===== config.mk =====
export PLATFORM = sky130hd
export DESIGN_NAME = spavg_div
export DESIGN_NICKNAME = d
export VERILOG_FILES = /design/src/sv/spectrum_average_peak_capture_unit_macros.svh /design/src/sv/spavg_pkg.sv /design/src/sv/spavg_div.sv
export SDC_FILE = /design/constraint.sdc
export NUM_CORES = 1
export LEC_CHECK = 0
export BUFFER_PORTS_ARGS = -buffer_cell sky130_fd_sc_hd__buf_2
export CORE_ASPECT_RATIO = 0.8
export CORE_MARGIN = 2
export CORE_UTILIZATION = 40
export CTS_CLUSTER_SIZE = 10
export DETAILED_ROUTE_END_ITERATION = 16
export HOLD_SLACK_MARGIN = 0.12
export SETUP_SLACK_MARGIN = 0.05
export SLEW_MARGIN = 20
export SYNTH_ARGS = -nofsm -noshare
export SYNTH_HDL_FRONTEND = slang
export SYNTH_SLANG_ARGS = --single-unit

===== constraint.sdc =====
create_clock -name clk_i -period 3.1 [get_ports clk_i]
set_input_delay 0.93 -clock clk_i [delete_from_list [all_inputs] [get_ports clk_i]]
set_output_delay 0.93 -clock clk_i [all_outputs]
set_load 0.02 [all_outputs]

===== src/sv/spectrum_average_peak_capture_unit_macros.svh =====
// Assertion macros for the spectrum average and peak capture unit.
`ifndef SPECTRUM_AVERAGE_PEAK_CAPTURE_UNIT_MACROS_SVH
`define SPECTRUM_AVERAGE_PEAK_CAPTURE_UNIT_MACROS_SVH

`ifndef SYNTH
`define SPAVG_ASSERT(name, clk, rstn, prop) \
  name: assert property (@(posedge clk) disable iff (!rstn) prop) \
    else $error("spavg: assertion failed");
`define SPAVG_ASSERT_ALWAYS(name, clk, prop) \
  name: assert property (@(posedge clk) prop) \
    else $error("spavg: assertion failed");
`else
`define SPAVG_ASSERT(name, clk, rstn, prop)
`define SPAVG_ASSERT_ALWAYS(name, clk, prop)
`endif

`endif


===== src/sv/spavg_pkg.sv =====
package spavg_pkg;

  localparam int NUM_BANDS_DEF = 128;
  localparam int MAG_BITS      = 16;
  localparam int COUNT_BITS    = 24;
  localparam int SUM_BITS      = MAG_BITS + COUNT_BITS;
  localparam int IDX_BITS      = 7;

  localparam logic signed [MAG_BITS-1:0] FLOOR_DB = MAG_BITS'(-25600);

  typedef enum logic [1:0] {
    ACT_START  = 2'd0,
    ACT_BAND   = 2'd1,
    ACT_FINISH = 2'd2,
    ACT_READ   = 2'd3
  } action_e;

  typedef enum logic [2:0] {
    ST_CLEAR,
    ST_IDLE,
    ST_RDWAIT,
    ST_DIV,
    ST_DONE
  } state_e;

  typedef struct packed {
    action_e                     action;
    logic signed [MAG_BITS-1:0]  magnitude;
    logic [IDX_BITS-1:0]         band;
  } in_item_t;

  typedef struct packed {
    logic [IDX_BITS-1:0]         band_index;
    logic signed [MAG_BITS-1:0]  average;
    logic signed [MAG_BITS-1:0]  maximum;
    logic [COUNT_BITS-1:0]       frame_count;
    logic                        capturing;
    logic                        accepted;
    logic                        frame_end;
  } out_item_t;

  typedef struct packed {
    logic signed [SUM_BITS-1:0]  sum;
    logic signed [MAG_BITS-1:0]  avg;
    logic signed [MAG_BITS-1:0]  peak;
  } row_t;

  localparam int ROW_BITS = $bits(row_t);

  localparam row_t CLEAR_ROW = '{sum: '0, avg: FLOOR_DB, peak: FLOOR_DB};

endpackage


===== src/sv/spavg_div.sv =====
module spavg_div (
  input  logic                                        clk_i,
  input  logic                                        rst_ni,
  input  logic                                        start_i,
  input  logic signed [spavg_pkg::SUM_BITS-1:0]       dividend_i,
  input  logic        [spavg_pkg::COUNT_BITS-1:0]     divisor_i,
  output logic                                        done_o,
  output logic signed [spavg_pkg::MAG_BITS-1:0]       quotient_o
);

  localparam int MB = spavg_pkg::MAG_BITS;
  localparam int CB = spavg_pkg::COUNT_BITS;
  localparam int SB = spavg_pkg::SUM_BITS;
  localparam int CW = $clog2(MB + 1);

  // The dividend magnitude is below divisor * 2^MB, so the upper bits form a
  // partial remainder that is already smaller than the divisor and only MB
  // quotient bits remain to be found, one per cycle.
  logic          busy_q, busy_d;
  logic          done_q, done_d;
  logic [CW-1:0] cnt_q, cnt_d;
  logic          neg_q, neg_d;
  logic [CB-1:0] rem_q, rem_d;
  logic [MB-1:0] quot_q, quot_d;
  logic [CB-1:0] div_q, div_d;

  logic [SB-1:0] dvd_abs;
  logic [CB:0]   shifted;
  logic [CB:0]   diff;
  logic          ge;

  always_comb begin
    dvd_abs = dividend_i[SB-1] ? unsigned'(-dividend_i) : unsigned'(dividend_i);
    shifted = {rem_q, quot_q[MB-1]};
    diff    = shifted - {1'b0, div_q};
    ge      = shifted >= {1'b0, div_q};

    busy_d = busy_q;
    done_d = 1'b0;
    cnt_d  = cnt_q;
    neg_d  = neg_q;
    rem_d  = rem_q;
    quot_d = quot_q;
    div_d  = div_q;

    if (start_i) begin
      busy_d = 1'b1;
      cnt_d  = CW'(MB);
      neg_d  = dividend_i[SB-1];
      rem_d  = dvd_abs[SB-1:MB];
      quot_d = dvd_abs[MB-1:0];
      div_d  = divisor_i;
    end else if (busy_q) begin
      rem_d  = ge ? diff[CB-1:0] : shifted[CB-1:0];
      quot_d = {quot_q[MB-2:0], ge};
      cnt_d  = cnt_q - 1'b1;
      if (cnt_q == CW'(1)) begin
        busy_d = 1'b0;
        done_d = 1'b1;
      end
    end
  end

  always_ff @(posedge clk_i or negedge rst_ni) begin
    if (!rst_ni) begin
      busy_q <= 1'b0;
      done_q <= 1'b0;
      cnt_q  <= '0;
    end else begin
      busy_q <= busy_d;
      done_q <= done_d;
      cnt_q  <= cnt_d;
    end
  end

  always_ff @(posedge clk_i) begin
    neg_q  <= neg_d;
    rem_q  <= rem_d;
    quot_q <= quot_d;
    div_q  <= div_d;
  end

  assign done_o     = done_q;
  assign quotient_o = neg_q ? signed'(MB'(~quot_q + 1'b1)) : signed'(quot_q);

endmodule


After elaboration in Yosys (flattened, before gate mapping)
Index checks and enable logic that the tools add are counted.

Flip-flop bits (word level): 72. Input bits: 67.

Mux-type cells: 15. Magnitude comparators: 1. Bitwise gates (word level): 1. $add $sub $neg: 4. Equal/unequal tests: 1. Reductions and logical operators: 1.

Operator list (number): two-way mux 24 bit (3); two-way mux 16 bit (3); two-way mux 40 bit (1); negation 40 bit (1); >= comparator 25 x 24 -> 1 bit (1); subtractor 24 bit (1); adder 16 x 1 -> 16 bit (second input constant) (1); inverter 16 bit (1); two-way mux 5 bit (2); two-way mux 1 bit (6); == test 5 x 1 -> 1 bit (second input constant) (1); subtractor 5 x 1 -> 5 bit (second input constant) (1); nonzero test 2 bit (1).

Depth between registers and ports, before layout
Depth in word-level cells: 4. Gate-level depth with buffers: 12. Mapped depth without buffers: 11.

Least setup slack after synthesis
Ideal clock, no wire load.

Kind: reg-to-output. Start: reg quot_q[1]. End: out quotient_o[15] in the netlist's numbering. Cell stages (with the launch flop): 6. Arrival time: 2.161 ns. Path buffers: 0. Path slack: 0.009 ns. Data required time: 2.170 ns. Cells stage by stage: edfxtp_1 > or3_1 > or3b_1 > or4_1 > o31ai_1 > xnor2_1.

Longest elaborated chain between the ends: 3.

RTL lines: from (decl) (RTL line spavg_div.sv:24) `logic [MB-1:0] quot_q, quot_d;`; from (signal assigned) (RTL line spavg_div.sv:79) `quot_q <= quot_d;`; inverter 16 bit (RTL line spavg_div.sv:84) `assign quotient_o = neg_q ? signed'(MB'(~quot_q + 1'b1)) : signed'(quot_q);`; adder 16 x 1 -> 16 bit (RTL line spavg_div.sv:84); two-way mux 16 bit (RTL line spavg_div.sv:84); to (decl) (RTL line spavg_div.sv:8) `output logic signed [spavg_pkg::MAG_BITS-1:0] quotient_o`.

Every way passes these cells.

Worst setup path after layout
Start: reg quot_q[1]. End: out quotient_o[13] in the netlist's numbering.

Same word-level chain as after synthesis.

==> flow_summary_export.csv <==
group,metric,value,unit
cells_and_area,final_layout_size_suffix_gt1_frac,0.2527,
power,power_switching,2495,uW
logic_synthesis,ys_warn_count,0,
die,start_util,0.4130,
logic_synthesis,synthCells,602,
placed_design,place_hpwl,11330,um
clocking,cts_inserted_buffers,9,
critical_path,cp_max_fo,3,
die,ios,84,
grt,grt_pass1_vias,4870,
placed_design,port_buffers,83,
clocking,clock_sinks,72,
critical_path,path_cells,"or3_4 -> or3b_4 -> or4_4 -> o41ai_4 -> xnor2_2 -> buf_4",
clocking,insertion_delay,0.34,ns
logic_synthesis,ys_seq_area_frac,0.3774,
timing,slew_viol_final,0,
grt,antenna_found_initial,0,
power,clock_power_share,0.165,
grt,grt.total_usage,0.2068,
timing,rsz0062_at_grt,"true",
drt,wl_per_cell,16.64,um
placed_design,place_ws,-0.1429,ns
critical_path,critPathArrivalTime,2.58,ns
critical_path,worst-path-buf-inv,1,
power,power.density,844.9,nW/um^2
timing,tightest_slew,0.7269,ns
critical_path,cp-endpoint,"quotient_o[13]",
outcome,outcome,"finished, violations left",
logic_synthesis,syn_nets,698,
timing,setup_ws,-0.4081,ns
critical_path,r2r_setup_slack,0.19,ns
clocking,cts-hold-fix-buffers,0,
critical_path,crit_type,"reg -> out",
drt,drtAntennaViolNets,0,
critical_path,cp_slowest_cell,"or4_4",
drt,drc,0,
critical_path,required,2.17,ns
drt,wl,15110,um
logic_synthesis,synth_cell_types,70,
clocking,cts_tree,"done",
cells_and_area,areaGrowthSynthToFinish,24.09,%
logic_synthesis,ys_async_sr_fraction,0.09722,
power,p_int,3414,uW
power,p_sw_frac,0.4222,
timing,slew-limit-headroom,0.5154,
power,p_leak,0.002913,uW
timing,hold_viol,0,
logic_synthesis,ys_seq_elements,72,
placed_design,gp_congestion,0.9333,
cells_and_area,nets,819,
timing,finalCritPeriodShare,1.132,
die,fp.dieH,110.2,um
critical_path,end_kind,"output pin",
flow_run,drv_cap,0,
drt,post_drt_via_cell_ratio,5.517,
critical_path,start_kind,"flip-flop",
logic_synthesis,yosys.area.top_type,"edfxtp_1",
logic_synthesis,synth-edff-count,65,
critical_path,cp_num_cells,6,
critical_path,worst_r2r_endpoint,"rem_q[20]",
clocking,root_buffer,"clkbuf_16",
outcome,violations,"negative setup slack",
logic_synthesis,postSynthAreaPerCell,9.361,um^2
timing,period_needed,3.508,ns
critical_path,reg2reg_depth,11,
critical_path,r2r_start,"quot_q[15]",
die,core_area,13650,um^2
critical_path,max_stage_delay,0.46,ns
clocking,clkTransAtPathRegs,0.07,ns
logic_synthesis,synth_top_area_frac,0.3464,
grt,grt_max_degree,61,
critical_path,startpoint,"quot_q[1]",
power,p_comb_frac,0.565,
cells_and_area,diodes,0,
drt,drt_iter0_drc,407,
cells_and_area,n_fill_cell,1237,
timing,max_freq,285.1,MHz
critical_path,critical_path.top_delay_family,"simple AND/OR/NAND/NOR gates",
drt,drt-pass1-iter-count,5,
clocking,htree_levels,3,
grt,grt_pass1_wl,24190,um
die,num_rows,38,
die,die_width,136.7,um
cells_and_area,instances_no_fill,908,
logic_synthesis,synth_area,5635,um^2
power,peakVddDrop,0.4610,mV
clocking,cts_max_path_buffers,2,
placed_design,dp_cells,885,
die,die-area,15060,um^2
grt,grt.overflow.total,0,
timing,setup_viol_count_final,5,
worst_hold_path,hold_class,"in -> async",
logic_synthesis,ys.flop_type,"edfxtp_1",
drt,vias,5009,
logic_synthesis,synth.area.top_cells,"edfxtp_1 35%, ha_1 6.2%, xnor2_1 5.8%",
power,sequentialPowerShare,0.270,
timing,clock_skew,0.008274,ns
==> cells in the mapped netlist (4+ instances only) <==
library cell	number
buf_1	6
xnor2_1	37
inv_1	38
xor2_1	33
nand4_1	8
nor2b_1	5
nor4_1	4
edfxtp_1	65
nor3_1	12
nand2_1	52
or4_1	7
nand2b_1	4
a21oi_1	40
a22oi_1	4
a31oi_1	5
o41ai_1	5
o211ai_1	4
o21ai_0	24
mux2i_1	23
clkbuf_1	11
o31ai_1	17
nand3_1	8
or3_1	8
o21a_1	9
a21o_1	8
buf_2	4
ha_1	28
o21ai_1	18
dfrtp_1	7
a211oi_1	5
nor2_1	44
==> kinds of logic after synthesis <==
family,after synthesis,share of synthesized area
simple gates,177,0.1641
buf+inv,63,0.04485
fa+ha+maj,29,0.06572
mux,25,0.04485
xor+xnor,70,0.1088
compound gates,166,0.1943
flops,72,0.3774
==> final cells by class <==
type / count / area, um^2 / share of cell area
tap: 180 / 225.2 / 0.03221
inverter: 39 / 148.9 / 0.02129
clock buffer: 10 / 229.0 / 0.03274
clock inverter: 6 / 45.04 / 0.006441
sequential: 72 / 2127 / 0.3042
timing repair buffer: 134 / 848.3 / 0.1213
multi-input combinational: 467 / 3369 / 0.4818
==> per-stage QoR <==
step | instance area (um^2) | power (uW) | TNS, ns | util | hold WS (ns)
floorplan | 5658 | 3848 | 0 | - | 0.4809
global placement | 6550 | 4752 | -0.1893 | 0.4800 | 0.5057
detailed placement | 6550 | 4805 | -0.5224 | 0.4800 | 0.5043
CTS | 6947 | 5860 | -1.131 | 0.5091 | 0.4139
global route | 6993 | 6324 | -2.066 | 0.5125 | 0.4193
finish | 6993 | 5908 | -1.506 | 0.5125 | 0.4162
==> cells in the final DEF, fill, tap and decap left out, types with 26 or more instances in the layout <==
cell	n
xnor2_1	36
nor2_1	43
buf_4	54
buf_2	76
a21oi_1	40
edfxtp_1	65
xor2_1	33
nand2_1	50
inv_1	35
ha_1	26
==> metal layers <==
layer | global-route usage | wire length (um) | up-vias
met2 | 0.3368 | 6916 | 142
met3 | 0.03841 | 645 | 19
li1 | - | - | 2473
met5 | 0 | 0 | -
met1 | 0.2849 | 7329 | 2375
met4 | 0.05208 | 219 | 0
==> worst reg2reg max path, stage by stage, from the launching register on <==
cell and delay (ns):
edfxtp_1 0.39, inv_2 0.09, ha_1 0.16, inv_1 0.06
fa_2 0.35, a211oi_2 0.24, o21a_1 0.19, nor3_1 0.11
o21ai_0 0.20, or3b_2 0.48, xnor2_1 0.22, o221ai_1 0.15
==> registers in the layout, summed over array words and instances, names as in the netlist <==
name	flops
busy_q	1
cnt_q	5
div_q	24
done_o	1
neg_q	1
quot_q	16
rem_q	24
==> worst min-delay path by stage <==
stage | startpoint | end | depth (start not counted)
finish | rst_ni | cnt_q[1] | 1
global route | rst_ni | cnt_q[1] | 1
floorplan | cnt_q[4] | cnt_q[4] | 2
CTS | rst_ni | cnt_q[2] | 1
global placement | cnt_q[4] | cnt_q[4] | 2
detailed placement | cnt_q[4] | cnt_q[4] | 2
==> power groups by stage <==
stage	Sequential, uW	Clock (uW)	Combinational [uW]
final	1600	976	3340
after global routing	1620	1040	3660
after CTS	1590	999	3270
after detailed placement	1600	0	3200
after global placement	1600	0	3150
after floorplan	1540	0	2310
==> repair_timing <==
item	4_1_cts	5_1_grt
endpoints found under the setup margin	7	22
pin swaps	6	7
gates cloned	0	0
gates resized for setup	22	10
setup buffers	5	3
(Power assumes the default switching activity.)
